==> src/rtl/fixed_point_radix_to_ascii_defines.svh <==
// Assertion macros shared by the radix-to-ASCII converter modules.
`ifndef FIXED_POINT_RADIX_TO_ASCII_DEFINES_SVH
`define FIXED_POINT_RADIX_TO_ASCII_DEFINES_SVH

// Same-cycle implication, checked on clk and disabled while rst_n is low.
`define FRTA_ASSERT_IMPL(lbl, ante, cons, msg) \
  lbl: assert property (@(posedge clk) disable iff (!rst_n) (ante) |-> (cons)) \
    else $error(msg);

// Next-cycle implication, checked on clk and disabled while rst_n is low.
`define FRTA_ASSERT_NEXT(lbl, ante, cons, msg) \
  lbl: assert property (@(posedge clk) disable iff (!rst_n) (ante) |=> (cons)) \
    else $error(msg);

`endif

==> src/rtl/frta_pkg.sv <==
// Shared constants, types and helper functions of the radix-to-ASCII converter.
`default_nettype none
package frta_pkg;

  // Field widths.
  localparam int INT_W   = 31;
  localparam int FRAC_W  = 32;
  localparam int RADIX_W = 5;
  localparam int CHAR_W  = 7;
  localparam int DIGIT_W = 4;

  // Parameter defaults.
  localparam int FRAC_DIGITS_DEF = 9;
  localparam int INT_DIGITS_DEF  = 32;

  // Divider: quotient bits resolved per cycle and the padded dividend width.
  localparam int DIV_STEP   = 8;
  localparam int DIV_CYCLES = (INT_W + DIV_STEP - 1) / DIV_STEP;
  localparam int DIV_W      = DIV_CYCLES * DIV_STEP;
  localparam int DCNT_W     = (DIV_CYCLES > 1) ? $clog2(DIV_CYCLES) : 1;

  // Radix limits and reset value.
  localparam logic [RADIX_W-1:0] RADIX_RESET = 5'd10;
  localparam logic [RADIX_W-1:0] RADIX_MIN   = 5'd2;
  localparam logic [RADIX_W-1:0] RADIX_MAX   = 5'd16;

  // Character codes.
  localparam logic [CHAR_W-1:0]  CHAR_ZERO = 7'h30;
  localparam logic [CHAR_W-1:0]  CHAR_A    = 7'h41;
  localparam logic [CHAR_W-1:0]  CHAR_F    = 7'h46;
  localparam logic [CHAR_W-1:0]  CHAR_DOT  = 7'h2E;
  localparam logic [DIGIT_W-1:0] DIGIT_TEN = 4'd10;

  // Controller states.
  typedef enum logic [2:0] {
    ST_IDLE,
    ST_DIV,
    ST_INT_ZERO,
    ST_RD_WAIT,
    ST_INT_EMIT,
    ST_DOT,
    ST_FRAC_ZERO,
    ST_FRAC
  } state_t;

  // Source of the next character loaded into the output register.
  typedef enum logic [1:0] {
    CH_ZERO,
    CH_DIGIT,
    CH_DOT,
    CH_FRAC
  } char_sel_t;

  // Commands from the controller to the datapath.
  typedef struct packed {
    logic      start;
    logic      div_step;
    logic      held_dec;
    logic      load;
    char_sel_t sel;
    logic      last;
  } cmd_t;

  // Status from the datapath to the controller.
  typedef struct packed {
    logic div_first;
    logic div_zero;
    logic held_full;
    logic held_zero;
    logic held_one;
    logic frac_zero;
    logic frac_last;
    logic slot_free;
  } sts_t;

  // Digit value to its ASCII character, 0-9 then A-F.
  function automatic logic [CHAR_W-1:0] ascii_of(input logic [DIGIT_W-1:0] d);
    logic [CHAR_W-1:0] c;
    if (d < DIGIT_TEN) begin
      c = CHAR_ZERO + {3'b000, d};
    end else begin
      c = CHAR_A + {3'b000, d - DIGIT_TEN};
    end
    if (c > CHAR_F) begin
      c = CHAR_F;
    end
    return c;
  endfunction

endpackage
`default_nettype wire

==> src/rtl/frta_in_if.sv <==
// Input channel: one number per word, integer part and Q0.32 fraction.
`default_nettype none
interface frta_in_if
  import frta_pkg::*;
();
  logic              valid;
  logic              ready;
  logic [INT_W-1:0]  int_part;
  logic [FRAC_W-1:0] frac_part;

  modport source (output valid, output int_part, output frac_part, input ready);
  modport sink   (input valid, input int_part, input frac_part, output ready);
endinterface
`default_nettype wire

==> src/rtl/frta_out_if.sv <==
// Output channel: one ASCII character per word with an end-of-string flag.
`default_nettype none
interface frta_out_if
  import frta_pkg::*;
();
  logic              valid;
  logic              ready;
  logic [CHAR_W-1:0] char_code;
  logic              last;

  modport source (output valid, output char_code, output last, input ready);
  modport sink   (input valid, input char_code, input last, output ready);
endinterface
`default_nettype wire

==> src/rtl/frta_ram.sv <==
// Generic single-port-write, single-port-read RAM with a registered read.
`default_nettype none
module frta_ram #(
  parameter int WIDTH = 4,
  parameter int DEPTH = 32,
  localparam int AW   = (DEPTH > 1) ? $clog2(DEPTH) : 1
) (
  input  wire logic             clk,
  input  wire logic             we,
  input  wire logic [AW-1:0]    waddr,
  input  wire logic [WIDTH-1:0] wdata,
  input  wire logic [AW-1:0]    raddr,
  output logic      [WIDTH-1:0] rdata
);

  logic [WIDTH-1:0] mem [DEPTH];

  // Write port and registered read port.
  always_ff @(posedge clk) begin
    if (we) begin
      mem[waddr] <= wdata;
    end
    rdata <= mem[raddr];
  end

endmodule
`default_nettype wire

==> src/rtl/frta_ctrl.sv <==
// Controller state machine that sequences division, digit output and fraction.
`default_nettype none
`include "fixed_point_radix_to_ascii_defines.svh"
module frta_ctrl
  import frta_pkg::*;
(
  input  wire logic clk,
  input  wire logic rst_n,
  input  wire logic in_valid,
  output logic      in_ready,
  input  wire sts_t sts,
  output cmd_t      cmd
);

  state_t state_r, state_nxt;

  // State register.
  always_ff @(posedge clk) begin
    if (!rst_n) begin
      state_r <= ST_IDLE;
    end else begin
      state_r <= state_nxt;
    end
  end

  // Next state and commands.
  always_comb begin
    state_nxt = state_r;
    in_ready  = 1'b0;
    cmd       = '0;
    cmd.sel   = CH_ZERO;
    case (state_r)
      ST_IDLE: begin
        in_ready = 1'b1;
        if (in_valid) begin
          cmd.start = 1'b1;
          state_nxt = ST_DIV;
        end
      end
      ST_DIV: begin
        // Between digits, stop once the quotient is zero or the store is full.
        if (sts.div_first && (sts.div_zero || sts.held_full)) begin
          state_nxt = sts.held_zero ? ST_INT_ZERO : ST_INT_EMIT;
        end else begin
          cmd.div_step = 1'b1;
        end
      end
      ST_INT_ZERO: begin
        if (sts.slot_free) begin
          cmd.load  = 1'b1;
          cmd.sel   = CH_ZERO;
          state_nxt = ST_DOT;
        end
      end
      ST_RD_WAIT: begin
        // The store read of the next digit is registered here, for use in ST_INT_EMIT.
        state_nxt = ST_INT_EMIT;
      end
      ST_INT_EMIT: begin
        if (sts.slot_free) begin
          cmd.load     = 1'b1;
          cmd.sel      = CH_DIGIT;
          cmd.held_dec = 1'b1;
          state_nxt    = sts.held_one ? ST_DOT : ST_RD_WAIT;
        end
      end
      ST_DOT: begin
        if (sts.slot_free) begin
          cmd.load  = 1'b1;
          cmd.sel   = CH_DOT;
          state_nxt = sts.frac_zero ? ST_FRAC_ZERO : ST_FRAC;
        end
      end
      ST_FRAC_ZERO: begin
        if (sts.slot_free) begin
          cmd.load  = 1'b1;
          cmd.sel   = CH_ZERO;
          cmd.last  = 1'b1;
          state_nxt = ST_IDLE;
        end
      end
      ST_FRAC: begin
        if (sts.slot_free) begin
          cmd.load = 1'b1;
          cmd.sel  = CH_FRAC;
          cmd.last = sts.frac_last;
          if (sts.frac_last) begin
            state_nxt = ST_IDLE;
          end
        end
      end
      default: begin
        state_nxt = ST_IDLE;
      end
    endcase
  end

  // A character is only loaded into a free output register.
  `FRTA_ASSERT_IMPL(a_load_needs_slot, cmd.load, sts.slot_free, "load into busy output")
  // The final character of a string returns the controller to idle.
  `FRTA_ASSERT_NEXT(a_last_ends_item, cmd.load && cmd.last, state_r == ST_IDLE,
                    "last character did not end the item")
  // Digits are only sent while the store still holds some.
  `FRTA_ASSERT_IMPL(a_emit_has_digit, state_r == ST_INT_EMIT, !sts.held_zero,
                    "digit output with empty store")

endmodule
`default_nettype wire

==> src/rtl/frta_dpath.sv <==
// Datapath: radix register, iterative divider, digit store, fraction multiply, output.
`default_nettype none
`include "fixed_point_radix_to_ascii_defines.svh"
module frta_dpath
  import frta_pkg::*;
#(
  parameter int FRAC_DIGITS = FRAC_DIGITS_DEF,
  parameter int INT_DIGITS  = INT_DIGITS_DEF
) (
  input  wire logic               clk,
  input  wire logic               rst_n,
  input  wire logic               cfg_we,
  input  wire logic [RADIX_W-1:0] cfg_wdata,
  input  wire logic [INT_W-1:0]   in_int_part,
  input  wire logic [FRAC_W-1:0]  in_frac_part,
  input  wire cmd_t               cmd,
  output sts_t                    sts,
  frta_out_if.source              out_ch
);

  localparam int HW = $clog2(INT_DIGITS + 1);
  localparam int AW = (INT_DIGITS > 1) ? $clog2(INT_DIGITS) : 1;
  localparam int KW = $clog2(FRAC_DIGITS + 1);
  localparam int PW = FRAC_W + RADIX_W;

  logic [RADIX_W-1:0] radix_r;
  logic [RADIX_W-1:0] base_r, base_nxt;
  logic [DIV_W-1:0]   div_r, div_nxt;
  logic [DIGIT_W-1:0] rem_r, rem_nxt;
  logic [DCNT_W-1:0]  dcnt_r, dcnt_nxt;
  logic [HW-1:0]      held_r, held_nxt;
  logic [FRAC_W-1:0]  frac_r, frac_nxt;
  logic [KW-1:0]      kcnt_r, kcnt_nxt;
  logic               out_valid_r, out_valid_nxt;
  logic [CHAR_W-1:0]  out_char_r, out_char_nxt;
  logic               out_last_r, out_last_nxt;

  logic [RADIX_W-1:0] base_clamp;
  logic [DIV_W-1:0]   div_sh;
  logic [RADIX_W-1:0] div_rr;
  logic [DIGIT_W-1:0] div_rem;
  logic               div_last;
  logic [PW-1:0]      prod;
  logic               ram_we;
  logic [AW-1:0]      ram_waddr;
  logic [AW-1:0]      ram_raddr;
  logic [DIGIT_W-1:0] ram_rdata;

  // Radix register; out-of-range values are clamped when an item starts.
  always_ff @(posedge clk) begin
    if (!rst_n) begin
      radix_r <= RADIX_RESET;
    end else if (cfg_we) begin
      radix_r <= cfg_wdata;
    end
  end

  always_comb begin
    case (radix_r) inside
      [5'd0:5'd1]:  base_clamp = RADIX_MIN;
      [5'd2:5'd16]: base_clamp = radix_r;
      default:      base_clamp = RADIX_MAX;
    endcase
  end

  // Restoring division, DIV_STEP quotient bits per cycle, remainder below the base.
  always_comb begin
    div_sh  = div_r;
    div_rem = (dcnt_r == '0) ? '0 : rem_r;
    div_rr  = '0;
    for (int i = 0; i < DIV_STEP; i++) begin
      div_rr = {div_rem, div_sh[DIV_W-1]};
      div_sh = {div_sh[DIV_W-2:0], 1'b0};
      if (div_rr >= base_r) begin
        div_rr    = div_rr - base_r;
        div_sh[0] = 1'b1;
      end
      div_rem = div_rr[DIGIT_W-1:0];
    end
  end

  assign div_last = (dcnt_r == DCNT_W'(DIV_CYCLES - 1));

  // One fraction digit: the integer part of fraction times base.
  assign prod = PW'(frac_r) * PW'(base_r);

  // Digit store, written at the fill count and read one below it.
  assign ram_we    = cmd.div_step && div_last;
  assign ram_waddr = held_r[AW-1:0];
  assign ram_raddr = AW'(held_r - HW'(1));

  frta_ram #(
    .WIDTH(DIGIT_W),
    .DEPTH(INT_DIGITS)
  ) u_store (
    .clk  (clk),
    .we   (ram_we),
    .waddr(ram_waddr),
    .wdata(div_rem),
    .raddr(ram_raddr),
    .rdata(ram_rdata)
  );

  // Working registers, next values.
  always_comb begin
    base_nxt = base_r;
    div_nxt  = div_r;
    rem_nxt  = rem_r;
    dcnt_nxt = dcnt_r;
    held_nxt = held_r;
    frac_nxt = frac_r;
    kcnt_nxt = kcnt_r;
    if (cmd.start) begin
      base_nxt = base_clamp;
      div_nxt  = DIV_W'(in_int_part);
      dcnt_nxt = '0;
      held_nxt = '0;
      frac_nxt = in_frac_part;
      kcnt_nxt = '0;
    end
    if (cmd.div_step) begin
      div_nxt = div_sh;
      rem_nxt = div_rem;
      if (div_last) begin
        dcnt_nxt = '0;
        held_nxt = held_r + HW'(1);
      end else begin
        dcnt_nxt = dcnt_r + DCNT_W'(1);
      end
    end
    if (cmd.held_dec) begin
      held_nxt = held_r - HW'(1);
    end
    if (cmd.load && (cmd.sel == CH_FRAC)) begin
      frac_nxt = prod[FRAC_W-1:0];
      kcnt_nxt = kcnt_r + KW'(1);
    end
  end

  always_ff @(posedge clk) begin
    base_r <= base_nxt;
    div_r  <= div_nxt;
    rem_r  <= rem_nxt;
    frac_r <= frac_nxt;
    kcnt_r <= kcnt_nxt;
  end

  always_ff @(posedge clk) begin
    if (!rst_n) begin
      dcnt_r <= '0;
      held_r <= '0;
    end else begin
      dcnt_r <= dcnt_nxt;
      held_r <= held_nxt;
    end
  end

  // Output register: takes a new word when empty or being taken.
  always_comb begin
    out_valid_nxt = out_valid_r;
    out_char_nxt  = out_char_r;
    out_last_nxt  = out_last_r;
    if (cmd.load) begin
      out_valid_nxt = 1'b1;
      out_last_nxt  = cmd.last;
      case (cmd.sel)
        CH_ZERO:  out_char_nxt = CHAR_ZERO;
        CH_DIGIT: out_char_nxt = ascii_of(ram_rdata);
        CH_DOT:   out_char_nxt = CHAR_DOT;
        CH_FRAC:  out_char_nxt = ascii_of(prod[FRAC_W +: DIGIT_W]);
        default:  out_char_nxt = CHAR_ZERO;
      endcase
    end else if (out_ch.ready) begin
      out_valid_nxt = 1'b0;
    end
  end

  always_ff @(posedge clk) begin
    if (!rst_n) begin
      out_valid_r <= 1'b0;
    end else begin
      out_valid_r <= out_valid_nxt;
    end
    out_char_r <= out_char_nxt;
    out_last_r <= out_last_nxt;
  end

  assign out_ch.valid     = out_valid_r;
  assign out_ch.char_code = out_char_r;
  assign out_ch.last      = out_last_r;

  // Status for the controller.
  always_comb begin
    sts           = '0;
    sts.div_first = (dcnt_r == '0);
    sts.div_zero  = (div_r == '0);
    sts.held_full = (held_r == HW'(INT_DIGITS));
    sts.held_zero = (held_r == '0);
    sts.held_one  = (held_r == HW'(1));
    sts.frac_zero = (frac_r == '0);
    sts.frac_last = (prod[FRAC_W-1:0] == '0) || (kcnt_r == KW'(FRAC_DIGITS - 1));
    sts.slot_free = !out_valid_r || out_ch.ready;
  end

  // The store is only written below its depth.
  `FRTA_ASSERT_IMPL(a_store_in_range, ram_we, held_r < HW'(INT_DIGITS),
                    "digit store written past its depth")

endmodule
`default_nettype wire

==> src/rtl/fixed_point_radix_to_ascii.sv <==
// Top level of the fixed-point radix-to-ASCII converter.
//
//  channel | direction | word                         | handshake
//  --------+-----------+------------------------------+-------------------
//  in_ch   | in        | int_part[30:0], frac_part    | valid and ready
//  out_ch  | out       | char_code[6:0], last         | valid and ready
//  cfg     | in        | cfg_wdata[4:0] radix         | cfg_we, no wait
//
// The divider resolves each integer digit, and a check state ends the division; each digit
// after the first then waits in ST_RD_WAIT for the registered store read before it is
// sent, while the point and each fraction digit are sent without such a wait.
// Reset (rst_n low, synchronous) sets the radix to 10; the store needs no clearing.
// A stalled output holds the controller; one new item is taken only when idle.
`default_nettype none
module fixed_point_radix_to_ascii
  import frta_pkg::*;
#(
  parameter int FRAC_DIGITS = FRAC_DIGITS_DEF,
  parameter int INT_DIGITS  = INT_DIGITS_DEF
) (
  input  wire logic               clk,
  input  wire logic               rst_n,
  input  wire logic               cfg_we,
  input  wire logic [RADIX_W-1:0] cfg_wdata,
  frta_in_if.sink                 in_ch,
  frta_out_if.source              out_ch
);

  cmd_t cmd;
  sts_t sts;
  logic in_ready;

  assign in_ch.ready = in_ready;

  // Sequencer.
  frta_ctrl u_ctrl (
    .clk     (clk),
    .rst_n   (rst_n),
    .in_valid(in_ch.valid),
    .in_ready(in_ready),
    .sts     (sts),
    .cmd     (cmd)
  );

  // Arithmetic, digit store and output register.
  frta_dpath #(
    .FRAC_DIGITS(FRAC_DIGITS),
    .INT_DIGITS (INT_DIGITS)
  ) u_dpath (
    .clk         (clk),
    .rst_n       (rst_n),
    .cfg_we      (cfg_we),
    .cfg_wdata   (cfg_wdata),
    .in_int_part (in_ch.int_part),
    .in_frac_part(in_ch.frac_part),
    .cmd         (cmd),
    .sts         (sts),
    .out_ch      (out_ch)
  );

endmodule
`default_nettype wire
==> src/flat_wrapper.sv <==
// flat-port wrapper written by rule: the top's interface ports become plain ports
module fixed_point_radix_to_ascii_flat import frta_pkg::*;
#(
  parameter int FRAC_DIGITS = FRAC_DIGITS_DEF,
  parameter int INT_DIGITS  = INT_DIGITS_DEF
)
  (clk, rst_n, cfg_we, cfg_wdata, in_ch_valid, in_ch_int_part, in_ch_frac_part, in_ch_ready, out_ch_valid, out_ch_char_code, out_ch_last, out_ch_ready);
  frta_in_if in_ch_i ();
  frta_out_if out_ch_i ();
  input  wire logic clk;
  input  wire logic rst_n;
  input  wire logic cfg_we;
  input  wire logic [RADIX_W-1:0] cfg_wdata;
  input wire logic [$bits(in_ch_i.valid)-1:0] in_ch_valid;
  input wire logic [$bits(in_ch_i.int_part)-1:0] in_ch_int_part;
  input wire logic [$bits(in_ch_i.frac_part)-1:0] in_ch_frac_part;
  output wire logic [$bits(in_ch_i.ready)-1:0] in_ch_ready;
  output wire logic [$bits(out_ch_i.valid)-1:0] out_ch_valid;
  output wire logic [$bits(out_ch_i.char_code)-1:0] out_ch_char_code;
  output wire logic [$bits(out_ch_i.last)-1:0] out_ch_last;
  input wire logic [$bits(out_ch_i.ready)-1:0] out_ch_ready;
  assign in_ch_i.valid = in_ch_valid;
  assign in_ch_i.int_part = in_ch_int_part;
  assign in_ch_i.frac_part = in_ch_frac_part;
  assign in_ch_ready = in_ch_i.ready;
  assign out_ch_valid = out_ch_i.valid;
  assign out_ch_char_code = out_ch_i.char_code;
  assign out_ch_last = out_ch_i.last;
  assign out_ch_i.ready = out_ch_ready;
  fixed_point_radix_to_ascii #(.FRAC_DIGITS(FRAC_DIGITS), .INT_DIGITS(INT_DIGITS)) u_core (.clk(clk), .rst_n(rst_n), .cfg_we(cfg_we), .cfg_wdata(cfg_wdata), .in_ch(in_ch_i), .out_ch(out_ch_i));
endmodule
==> config.mk <==
export PLATFORM = sky130hd
export DESIGN_NAME = fixed_point_radix_to_ascii_flat
export DESIGN_NICKNAME = d
export VERILOG_FILES = /design/src/rtl/frta_pkg.sv /design/src/rtl/frta_in_if.sv /design/src/rtl/frta_out_if.sv /design/src/rtl/frta_ram.sv /design/src/rtl/frta_ctrl.sv /design/src/rtl/frta_dpath.sv /design/src/rtl/fixed_point_radix_to_ascii.sv /design/src/flat_wrapper.sv
export VERILOG_INCLUDE_DIRS = /design/src /design/src/rtl
export SDC_FILE = /design/constraint.sdc
export NUM_CORES = 1
export LEC_CHECK = 0
export ABC_AREA = 0
export BUFFER_PORTS_ARGS = -buffer_cell sky130_fd_sc_hd__buf_2
export CAP_MARGIN = 20
export CORE_MARGIN = 4
export CORE_UTILIZATION = 42
export CTS_CLUSTER_DIAMETER = 40
export DETAILED_ROUTE_END_ITERATION = 10
export GPL_TIMING_DRIVEN = 0
export PLACE_DENSITY = 0.64
export SYNTH_ARGS = -nofsm -noshare
export SYNTH_HDL_FRONTEND = slang
export SYNTH_SLANG_ARGS = --single-unit
==> constraint.sdc <==
create_clock -name clk -period 40.5 [get_ports clk]
set_input_delay 2.025 -clock clk [delete_from_list [all_inputs] [get_ports clk]]
set_output_delay 2.025 -clock clk [all_outputs]
set_load 0.01 [all_outputs]
Word level (Yosys, flattened, before mapping)
Memories as Yosys holds them, arrays and structs flattened. A register that Yosys moved wholly into a read port is not among the register bits.
Cells that the tools add are included.
{ "totals": {"regBits": 102, "ram_bits": 128, "input_bits": 73, "out_inout_bits": 10, "word_cells": 162, "memories": 1} }
{ "classes": {"add_sub_neg": 18, "mul": 1, "order_cmp": 16, "n_eq_ne": 22, "muxes": 69, "bitwise": 1, "n_reduce_logical": 21} }
{ "mem_list": {"columns": ["memory", "words", "width", "rd", "rd_clocked_by_memory_dff", "wr", "line_no", "rtl"], "rows": [
  ["u_core.u_dpath.u_store.mem", 32, 4, 1, 1, 1, "frta_ram.sv:16", "logic [WIDTH-1:0] mem [DEPTH];"]
]} }
{ "ops": {"columns": ["op", "count"], "rows": [
  ["$mux 32", 4],
  ["$logic_not 32->1", 3],
  ["$mux 4", 14],
  ["$mux 7", 8],
  ["$ge 5x5->1", 8],
  ["$mul 32x5->36", 1],
  ["$mux 3", 12],
  ["$sub 4x4->4", 8],
  ["$pmux 7 s4", 1],
  ["$mux 6", 4],
  ["$pmux 3 s8", 1],
  ["$mux 1", 19],
  ["$pmux 3 s5", 1],
  ["$add 6x4->7 const A", 2],
  ["$add 7x4->7 const A", 2],
  ["$gt 7x7->1 const B", 2],
  ["$eq 3x3->1 const B", 4],
  ["$ne 2x1->1 const B", 5],
  ["$lt 4x4->1 const B", 2],
  ["$reduce_and 8->1", 1],
  ["$sub 4x4->4 const B", 2],
  ["$add 6x1->6 const B", 1],
  ["$eq 2x2->1 const B", 3],
  ["$eq 3x2->1 const B", 2],
  ["other kinds (25)", 38]
]} }

Depth between registers and ports, before layout
Gate-level depths: netlist of the first run.
{ "depth": {"depth_word": 19, "mapped_depth": 74, "mapped_depth_nobuf": 72} }

Cells and area by module
A second synthesis of the first run with hierarchy kept.
{ "unflattened": {"hier_cells": 1453, "area_unflattened_um2": 16637.2} }
{ "modules_own_cells": {"columns": ["mod", "instances", "cells_per_inst", "area_per_inst_um2", "seq_area_each_um2"], "rows": [
  ["frta_dpath", 1, 1177, 11200.7, 2832.7],
  ["frta_ram", 1, 231, 5138.7, 3923.8],
  ["frta_ctrl", 1, 45, 297.8, 60.1]
]} }

Least setup slack after synthesis of the first run
OpenSTA, ideal clock, no wires.
{ "synth_path": {"path_type": "register -> register", "start": "register u_core.u_dpath.base_r[0]", "end": "register u_core.u_dpath.rem_r[0] (data pin)", "setup_ps": 382, "arrival_ps": 12994, "required_ps": 40118, "slack_ps": 27123, "stages_incl_launch_ff": 70, "path_buffers": 2, "period_less_slack_ps": 13377, "path_cell_list": "edfxtp_1 ha_1 nor2b_1 o21ai_0 a21boi_0 o211ai_1 a21oi_1 o21bai_1 mux2_2 inv_1 ha_1 nor2b_1 o21ai_0 nand2b_1 o21a_1 o21ai_0 nand2b_1 clkbuf_1 (+34 left out) a21o_1 o21ai_0 inv_1 ha_1 nor2b_1 o21ai_0 nand2b_1 a31o_2 a21o_1 a21o_1 a21oi_1 ha_1 a21o_1 a21o_1 a31o_2 a21o_1 a21o_1 a21oi_1"} }
{ "synth_between": {"elab_chain_cells": 16, "elab_cells_between_ends": 24, "classes_between": "8 x add/sub; 8 x order compare; 8 x mux"} }
{ "synth_rtl": {"columns": ["item", "line_no", "rtl"], "rows": [
  ["from (decl)", "frta_dpath.sv:27", "logic [RADIX_W-1:0] base_r, base_nxt;"],
  ["from (signal assigned)", "frta_dpath.sv:141", "base_r <= base_nxt;"],
  ["$sub 4x4->4 / $ge 5x5->1 (equally long branches)", "frta_dpath.sv:75, frta_dpath.sv:74", null],
  ["$mux 4", "frta_dpath.sv:74", "if (div_rr >= base_r) begin"],
  ["$sub 4x4->4 / $ge 5x5->1 (equally long branches)", "frta_dpath.sv:75, frta_dpath.sv:74", null],
  ["$mux 4", "frta_dpath.sv:74", null],
  ["$sub 4x4->4 / $ge 5x5->1 (equally long branches)", "frta_dpath.sv:75, frta_dpath.sv:74", null],
  ["$mux 4", "frta_dpath.sv:74", null],
  ["$sub 4x4->4 / $ge 5x5->1 (equally long branches)", "frta_dpath.sv:75, frta_dpath.sv:74", null],
  ["$mux 4", "frta_dpath.sv:74", null],
  ["$ge 5x5->1 / $sub 4x4->4 (equally long branches)", "frta_dpath.sv:74, frta_dpath.sv:75", null],
  ["$mux 4", "frta_dpath.sv:74", null],
  ["$sub 4x4->4 / $ge 5x5->1 (equally long branches)", "frta_dpath.sv:75, frta_dpath.sv:74", null],
  ["$mux 4", "frta_dpath.sv:74", null],
  ["$sub 4x4->4 / $ge 5x5->1 (equally long branches)", "frta_dpath.sv:75, frta_dpath.sv:74", null],
  ["$mux 4", "frta_dpath.sv:74", null],
  ["$ge 5x5->1", "frta_dpath.sv:74", null],
  ["$mux 4 (*)", "frta_dpath.sv:74", null],
  ["via u_core.u_dpath.div_rr[0]", "frta_dpath.sv:40", "logic [RADIX_W-1:0] div_rr;"],
  ["to (signal assigned)", "frta_dpath.sv:143", "rem_r <= rem_nxt;"],
  ["to (decl)", "frta_dpath.sv:29", "logic [DIGIT_W-1:0] rem_r, rem_nxt;"]
]} }
The timed path passes the listed nets; every way through them passes the cells marked *.
A chain may end at the register's enable or synchronous reset.

Worst setup path after layout of the first run
{ "layout_path": {"start": "register u_core.u_dpath.base_r[3]", "end": "memory u_core.u_dpath.u_store.mem[24][0] (data pin)"} }
{ "layout_between": {"elab_chain_cells": 16, "elab_cells_between_ends": 23, "classes_between": "7 x add/sub; 8 x order compare; 8 x mux"} }
{ "layout_rtl": {"columns": ["item", "line_no"], "rows": [
  ["$sub 4x4->4 / $ge 5x5->1 (equally long branches)", "frta_dpath.sv:75, frta_dpath.sv:74"],
  ["$mux 4", "frta_dpath.sv:74"],
  ["$ge 5x5->1 / $sub 4x4->4 (equally long branches)", "frta_dpath.sv:74, frta_dpath.sv:75"],
  ["$mux 4", "frta_dpath.sv:74"],
  ["$sub 4x4->4 / $ge 5x5->1 (equally long branches)", "frta_dpath.sv:75, frta_dpath.sv:74"],
  ["$mux 4", "frta_dpath.sv:74"],
  ["$sub 4x4->4 / $ge 5x5->1 (equally long branches)", "frta_dpath.sv:75, frta_dpath.sv:74"],
  ["$mux 4", "frta_dpath.sv:74"],
  ["$sub 4x4->4 / $ge 5x5->1 (equally long branches)", "frta_dpath.sv:75, frta_dpath.sv:74"],
  ["$mux 4", "frta_dpath.sv:74"],
  ["$ge 5x5->1 / $sub 4x4->4 (equally long branches)", "frta_dpath.sv:74, frta_dpath.sv:75"],
  ["$mux 4", "frta_dpath.sv:74"],
  ["$sub 4x4->4 / $ge 5x5->1 (equally long branches)", "frta_dpath.sv:75, frta_dpath.sv:74"],
  ["$mux 4", "frta_dpath.sv:74"],
  ["$ge 5x5->1 (*)", "frta_dpath.sv:74"],
  ["$mux 4 (*)", "frta_dpath.sv:74"],
  ["via u_core.u_dpath.div_rr[0]", "frta_dpath.sv:40"],
  ["to (decl)", "frta_ram.sv:16"]
]} }
Marks and branches as above.

==> impl_metrics.py, run 1 <==
metrics = {
    "die": {
        "dieArea_um2": 43100,
        "die_w_um": 208,
        "initial_utilization_pct": 42.9,
        "pin_count": 83,
        "coreArea_um2": 39000,
        "dieHeight_um": 208,
        "fp-row-count": 72,
    },
    "logic_synthesis": {
        "synthArstFlopShare_pct": 0,
        "syn_nets": 1767,
        "synthTopCellsByArea": "edfxtp_1, fa_1, ha_1",
        "synth_ff_type": "edfxtp_1",
        "synthesis.area_um2": 16700,
        "avgSynthCellArea_um2": 11.1,
        "yosys.area.top_type": "edfxtp_1",
        "synth.yosys.seq_area_share_pct": 40.8,
        "synthCells": 1500,
        "synth_cell_type_count": 69,
        "synth-seq-cells": 234,
        "yosysTopAreaCellShare_pct": 38.2,
        "yosysWarnings": 0,
        "synth-edff-count": 213,
    },
    "timing": {
        "fin_crit_sh_pct": 37.6,
        "fin_setup_tns_ns": 0,
        "rsz0062_at_grt": "false",
        "finalMaxSlewViolations": 0,
        "max_freq_ghz": 0.0656,
        "final-hold-violation-count": 0,
        "slew_headroom_pct": 34.5,
        "setup_violations": 0,
        "skew_ns": 0.0164,
        "fin_crit_ns": 15.25,
        "worst_slew_pin_slew_ns": 0.976,
    },
    "critical_path": {
        "start_kind": "register",
        "cp.buffers_inverters": 10,
        "cp.arrival_ns": 15.46,
        "worst_path_largest_cell_delay_ns": 0.80,
        "r2r_start": "u_core.u_dpath.base_r[3]",
        "end_kind": "register",
        "cp.required_ns": 40.72,
        "startpoint": "u_core.u_dpath.base_r[3]",
        "cpMostUsedCell": "a21o_1",
        "path_max_fanout": 33,
        "cpMaxStageDelayCell": "a21oi_4",
        "critical_path_class": "register to register",
        "ff2ff_setup_slack_ns": 25.25,
        "timing.critical_path.max_delay_family": "compound AO/OA/AOI/OAI gates",
    },
    "placement": {
        "port_buffers": 81,
        "place_hpwl_um": 33000,
        "gp_congestion": 0.921,
    },
    "cts": {
        "cts.clk_slew.worst_paths_ns": 0.06,
        "holdBufCountCts": 0,
        "cts_buffers": 39,
        "clk_latency_ns": 0.56,
        "htreeDepth": 2,
        "cts_tree": "built",
        "clock_tree.buffer_depth": 3,
        "cts-root-buf": "clkbuf_16",
        "post-cts-setup-buffers": 0,
        "cts_sinks": 234,
        "cts_resized": 0,
    },
    "finish": {
        "fillCellCount": 3507,
        "seqCellArea_um2": 6820,
        "layout_common_cells": "nand2_1, edfxtp_1, inv_1",
        "fin_nets": 1893,
        "multi_input_area_um2": 9250,
        "area_growth_syn_to_layout_pct": 14.7,
        "layout-drive-gt1-share_pct": 16.8,
    },
    "hold_path": {
        "hold_class": "register to register",
        "min_from": "u_core.u_dpath.radix_r[1]",
    },
    "global_route": {
        "grt_pass1_vias": 12462,
        "grt_pass1_wl_um": 69400,
        "grt_max_degree": 34,
        "antenna_found_initial": 1,
        "overflow": 0,
        "track_usage_pct": 20.2,
    },
    "run_status": {
        "outcome": "complete, no violations",
    },
    "detailed_routing": {
        "antenna_left": 0,
        "first_iter_violations": 863,
        "wl_per_cell_um": 20.1,
        "vias": 12052,
        "drt_first_pass_iters": 5,
        "vias_per_cell": 5.54,
        "drc_errors": 0,
        "totalWireLength_um": 43800,
    },
    "job": {
        "cap_violations": 0,
    },
}
-- Yosys cell counts, types with 15 or more instances --
cell,n
nor2_1,82
and2_1,75
xor2_1,19
ha_1,98
edfxtp_1,213
a21oi_1,60
nor4_1,20
mux2_2,60
nand3_1,15
nor2b_1,17
clkbuf_1,49
mux4_2,40
a21o_1,26
xnor2_1,40
nand2_1,214
dfxtp_1,21
fa_1,96
inv_1,114
o21ai_0,62
-- flip-flops by register name, summed over array words and instances, names as in the netlist, 5 cells and up --
name and cells:
u_core.u_dpath.base_r 5, u_core.u_dpath.div_r 32, u_core.u_dpath.frac_r 32, u_core.u_dpath.held_r 6
u_core.u_dpath.out_ch.char_code 7, u_core.u_dpath.radix_r 5, u_core.u_dpath.u_store.mem 128
-- routing by layer --
layer  up-vias  routed length [um]  global-route usage [%]  part of all wire [%]
met5         -                   0                       0                     0
met4         0                1370                    7.07                   3.1
met3        92                2900                    4.00                   6.6
met2       383               20900                    33.2                    48
met1      5970               18600                    27.0                    42
li1       5607                   -                       -                     -
-- area by class of cell --
cell class | instances | share of cell area, %
multi-input combinational | 1091 | 48.2
sequential | 234 | 35.5
clock buffer | 45 | 5.32
tap | 518 | 3.38
timing repair buffer | 85 | 2.46
inverter | 114 | 2.23
clock inverter | 27 | 1.57
buffer | 61 | 1.28
antenna | 1 | 0.0130
-- kinds of logic after synthesis --
group	Yosys count	share of synthesized area, %
simple gates	492	14.0
flops	234	40.8
compound gates	233	9.10
fa+ha+maj	194	18.8
buf+inv	175	4.03
mux	113	10.2
xor+xnor	59	3.09
-- stage by stage --
step	setup slack [ns]	std cells	instance area, um2	hold slack (ns)	utilization [%]
detailed placement	25.38	2103	17900	0.495	45.8
finish	25.25	2176	19200	0.513	49.2
global placement	24.21	2099	17800	0.487	45.6
global route	24.05	2175	19200	0.554	49.2
floorplan	27.12	1500	16700	0.466	-
CTS	25.31	2175	19200	0.511	49.2
-- worst reg2reg max path: cells and delay by family (launching register included) --
kind | cells | cell delay [ns]
fa+ha+maj | 8 | 2.24
simple gates | 13 | 1.55
flops | 1 | 0.59
compound gates | 32 | 7.37
mux | 4 | 1.54
buf+inv | 10 | 1.63
-- final timing paths --
kind,depth (start not counted),to
max reg2reg,67,u_core.u_dpath.u_store.mem[24][0]
min reg2reg,2,u_core.u_dpath.radix_r[1]
max,67,u_core.u_dpath.u_store.mem[24][0]
min,2,u_core.u_dpath.radix_r[1]
Power of run 1 is left out: the tool's default activity adds up to more than one toggle a clock period on the data nets, which glitch-free logic cannot reach.
==> inputs of run 2 (changes only) <==
==> constraint.sdc (replaced) <==
create_clock -name clk -period 14.2 [get_ports clk]
set_input_delay 0.71 -clock clk [delete_from_list [all_inputs] [get_ports clk]]
set_output_delay 0.71 -clock clk [all_outputs]
set_load 0.01 [all_outputs]
==> impl_metrics.py, run 2 (synthesis results as in run 1) <==
metrics = {
    "cts": {
        "cts_buffers": 39,
        "clk_latency_ns": 0.56,
        "cts_sinks": 234,
        "htreeDepth": 2,
        "cts-root-buf": "clkbuf_16",
        "clock_tree.buffer_depth": 3,
        "holdBufCountCts": 0,
        "cts.clk_slew.worst_paths_ns": 0.06,
        "cts_tree": "built",
    },
    "timing": {
        "worst_slew_pin_slew_ns": 1.02,
        "skew_ns": 0.0153,
        "fin_crit_ns": 13.37,
        "slew_headroom_pct": 31.4,
        "rsz0062_at_grt": "false",
        "hold_ws_ns": 0.406,
        "final-hold-violation-count": 0,
        "setup_violations": 0,
        "max_freq_ghz": 0.0748,
        "finalMaxSlewViolations": 0,
        "fin_crit_sh_pct": 94.2,
    },
    "placement": {
        "place_hpwl_um": 33000,
        "gp_congestion": 0.921,
        "port_buffers": 81,
    },
    "run_status": {
        "outcome": "complete, no violations",
    },
    "critical_path": {
        "r2r_start": "u_core.u_dpath.base_r[3]",
        "ff2ff_setup_slack_ns": 0.83,
        "cpMostUsedCell": "a21o_1",
        "end_kind": "register",
        "cpMaxStageDelayCell": "mux2_2",
        "r2r_cells": 65,
        "path_max_fanout": 11,
        "critical_path_class": "register to register",
        "cp.arrival_ns": 13.66,
        "cp.required_ns": 14.49,
        "r2r-end": "u_core.u_dpath.u_store.mem[27][3]",
        "worst_path_largest_cell_delay_ns": 0.41,
        "start_kind": "register",
    },
    "detailed_routing": {
        "first_iter_violations": 861,
        "vias": 12472,
        "vias_per_cell": 5.62,
        "totalWireLength_um": 46500,
        "antenna_left": 0,
        "drc_errors": 0,
        "drt_first_pass_iters": 6,
        "wl_per_cell_um": 20.9,
    },
    "die": {
        "dieArea_um2": 43100,
        "dieHeight_um": 208,
        "pin_count": 83,
        "initial_utilization_pct": 42.9,
        "coreArea_um2": 39000,
        "fp-row-count": 72,
        "die_w_um": 208,
    },
    "finish": {
        "fin_nets": 1936,
        "top_register": "u_core.u_dpath.u_store.mem",
        "largest_register_ffs": 128,
        "layout_common_cells": "nand2_1, edfxtp_1, inv_1",
        "area_growth_syn_to_layout_pct": 18.0,
        "top_regs": "u_core.u_dpath.u_store.mem (128), u_core.u_dpath.div_r (32), u_core.u_dpath.frac_r (32)",
        "fillCellCount": 3456,
        "layout-drive-gt1-share_pct": 20.1,
    },
    "global_route": {
        "grt_pass1_wl_um": 69700,
        "grt_max_degree": 34,
        "overflow": 0,
        "grt_pass1_vias": 12500,
        "antenna_found_initial": 1,
        "track_usage_pct": 20.3,
    },
    "hold_path": {
        "min_from": "cfg_wdata[1]",
        "worstHoldPathCells": 3,
        "hold_class": "input pin to register",
        "whs_endpoint": "u_core.u_dpath.radix_r[1]",
    },
    "job": {
        "cap_violations": 0,
    },
}
## run 2: critical path, delay by kind of cell (launching register included)
family / cells / cell delay [ns]
AO/OA/AOI/OAI: 29 / 5.58
adder cells (fa/ha/maj): 8 / 2.22
multiplexers: 6 / 2.17
AND/OR/NAND/NOR: 13 / 1.63
buffers and inverters: 9 / 1.11
flip-flops: 1 / 0.37
## run 2: layer usage
layer  track usage, %  vias up  part of all wire, %
li1                 -     5730                    -
met1             27.1     6168                   42
met4             7.30        2                  3.8
met3             3.90      116                  7.1
met2             33.4      456                   47
met5                0        -                0.088
## run 2: layout make-up
cell class              count  area (um2)  share of cell area (%)
multi-input cells        1104        9520                    48.2
clock buffers              45        1020                    5.17
flip-flops and latches    234        6820                    34.6
clock inverters            27         300                    1.52
repair buffers            118         748                    3.79
diodes                      1        2.50                  0.0127
plain buffers              58         240                    1.22
inverters                 114         435                    2.21
well taps                 518         648                    3.29
## run 2: how the worst max path moves through the flow
stage | from | end | slack, ns | depth (start not counted)
final | u_core.u_dpath.base_r[3] | u_core.u_dpath.u_store.mem[27][3] | 0.83 | 65
after global routing | u_core.u_dpath.div_r[31] | u_core.u_dpath.u_store.mem[8][1] | 0.002 | 70
after CTS | u_core.u_dpath.base_r[4] | u_core.u_dpath.u_store.mem[19][1] | 0.03 | 68
after detailed placement | u_core.u_dpath.base_r[4] | u_core.u_dpath.u_store.mem[20][0] | -0.92 | 68
after global placement | u_core.u_dpath.base_r[4] | u_core.u_dpath.u_store.mem[31][0] | -2.09 | 68
after floorplan | u_core.u_dpath.base_r[0] | u_core.u_dpath.rem_r[0] | 0.82 | 69
## run 2: per-stage QoR
| step | util (%) | cell area [um2] | setup slack [ns] | instances | setup TNS [ns] |
|---|---|---|---|---|---|
| detailed placement | 45.8 | 17900 | -0.920 | 2103 | -112.81 |
| CTS | 49.3 | 19200 | 0.0316 | 2177 | 0 |
| finish | 50.6 | 19700 | 0.829 | 2219 | 0 |
| floorplan | - | 16700 | 0.823 | 1500 | 0 |
| global placement | 45.6 | 17800 | -2.09 | 2099 | -120.42 |
| global route | 50.6 | 19700 | 0.00194 | 2219 | 0 |
## run 2: repair_timing
action / in CTS / in global routing
buffers inserted: 2 / 31
endpoints found under the hold margin: 0 / 0
pin swaps: 1 / 6
cloned: 1 / 12
gates resized for setup: 13 / 27
setup endpoints to repair: 133 / 133
Power of run 2 is left out for the same reason.
==> inputs of run 3 (changes only) <==
--- a/config.mk
+++ b/config.mk
@@ -14,7 +14,7 @@
 export CTS_CLUSTER_DIAMETER = 40
 export DETAILED_ROUTE_END_ITERATION = 10
 export GPL_TIMING_DRIVEN = 0
-export PLACE_DENSITY = 0.64
+export PLACE_DENSITY = 0.59
 export SYNTH_ARGS = -nofsm -noshare
 export SYNTH_HDL_FRONTEND = slang
 export SYNTH_SLANG_ARGS = --single-unit
==> constraint.sdc (replaced) <==
create_clock -name clk -period 14.42 [get_ports clk]
set_input_delay 0.721 -clock clk [delete_from_list [all_inputs] [get_ports clk]]
set_output_delay 0.721 -clock clk [all_outputs]
set_load 0.01 [all_outputs]
==> impl_metrics.py, run 3 (synthesis results as in run 1) <==
metrics = {
    "finish": {
        "top_register": "u_core.u_dpath.u_store.mem",
        "layout_common_cells": "nand2_1, edfxtp_1, inv_1",
        "area_growth_syn_to_layout_pct": 15.5,
        "fin_nets": 1912,
        "layout-drive-gt1-share_pct": 18.5,
        "finalNonFillerCells": 2192,
        "post-route-util_pct": 49.5,
        "largest_register_ffs": 128,
        "top_regs": "u_core.u_dpath.u_store.mem (128), u_core.u_dpath.div_r (32), u_core.u_dpath.frac_r (32)",
    },
    "cts": {
        "cts_sinks": 234,
        "clock_tree.buffer_depth": 3,
        "cts_buffers": 38,
        "clk_latency_ns": 0.54,
        "cts-root-buf": "clkbuf_16",
        "htreeDepth": 2,
        "cts.clk_slew.worst_paths_ns": 0.05,
        "cts_tree": "built",
    },
    "timing": {
        "final-hold-violation-count": 0,
        "fin_crit_ns": 13.61,
        "fin_crit_sh_pct": 94.4,
        "finalMaxSlewViolations": 0,
        "slew_headroom_pct": 34.7,
        "skew_ns": 0.0189,
        "setup_violations": 0,
        "worst_slew_pin_slew_ns": 0.972,
        "hold_ws_ns": 0.407,
        "max_freq_ghz": 0.0735,
        "fin_setup_tns_ns": 0,
    },
    "critical_path": {
        "critical_path_class": "register to register",
        "cp.arrival_ns": 13.89,
        "path_max_fanout": 17,
        "worst_path_largest_cell_delay_ns": 0.47,
        "cp.required_ns": 14.70,
        "start_kind": "register",
        "cp.buffers_inverters": 11,
        "cpMostUsedCell": "a21o_1",
        "timing.critical_path.max_delay_family": "compound AO/OA/AOI/OAI gates",
        "cpMaxStageDelayCell": "edfxtp_1",
        "end_kind": "register",
    },
    "detailed_routing": {
        "antenna_left": 0,
        "drc_errors": 0,
        "wl_per_cell_um": 20.4,
        "first_iter_violations": 940,
        "totalWireLength_um": 44800,
        "vias_per_cell": 5.58,
        "vias": 12238,
        "drt_first_pass_iters": 5,
    },
    "hold_path": {
        "hold_class": "input pin to register",
    },
    "global_route": {
        "track_usage_pct": 20.1,
        "grt_pass1_vias": 12370,
        "antenna_found_initial": 0,
        "overflow": 0,
        "grt_pass1_wl_um": 68800,
        "grt_max_degree": 34,
    },
    "die": {
        "fp-row-count": 72,
        "die_w_um": 208,
        "dieHeight_um": 208,
        "coreArea_um2": 39000,
        "pin_count": 83,
        "initial_utilization_pct": 42.9,
        "dieArea_um2": 43100,
    },
    "run_status": {
        "outcome": "complete, no violations",
    },
    "placement": {
        "place_hpwl_um": 32800,
        "port_buffers": 81,
        "gp_congestion": 0.914,
        "dp.cells": 2102,
    },
    "job": {
        "cap_violations": 0,
    },
}
-- run 3: final timing paths --
path / slack, ns / from / depth (start not counted) / to
worst max register to register: 0.81 / u_core.u_dpath.base_r[3] / 70 / u_core.u_dpath.u_store.mem[15][0]
worst max-delay path: 0.81 / u_core.u_dpath.base_r[3] / 70 / u_core.u_dpath.u_store.mem[15][0]
worst min register to register: 0.52 / u_core.u_dpath.radix_r[1] / 2 / u_core.u_dpath.radix_r[1]
worst min-delay path: 0.41 / cfg_wdata[1] / 3 / u_core.u_dpath.radix_r[1]
-- run 3: worst min-delay path: cells and delay by family --
kind	cells	cell delay (ns)
simple gates	1	0.06
buf+inv	1	0.08
mux	1	0.06
-- run 3: stage by stage --
step / setup slack [ns] / instance area, um2
after detailed placement: -0.826 / 17800
final: 0.809 / 19300
after floorplan: 1.04 / 16700
after CTS: 0.0193 / 19100
after global routing: -0.0969 / 19300
after global placement: -2.07 / 17800
-- run 3: timing repair --
action	in CTS	in global routing
cloned	1	5
hold buffers	0	0
setup buffers	2	15
pin swaps	1	5
endpoints found under the setup margin	133	133
resized for setup	11	19
-- run 3: layer usage --
layer	global-route usage [%]	vias to the layer above	part of all wire, %
met5	0	-	0
met4	6.09	0	2.9
met3	4.22	75	6.5
met2	32.8	412	47
met1	27.3	6075	44
li1	-	5676	-
-- run 3: final cells by class --
class | instances | area, um2
fillers | 3499 | 19700
well taps | 518 | 648
clock buffers | 45 | 977
clock inverters | 23 | 191
multi-input cells | 1097 | 9410
inverters | 114 | 432
flip-flops and latches | 234 | 6820
plain buffers | 59 | 241
diodes | 1 | 2.50
repair buffers | 101 | 593
Power of run 3 is left out for the same reason.
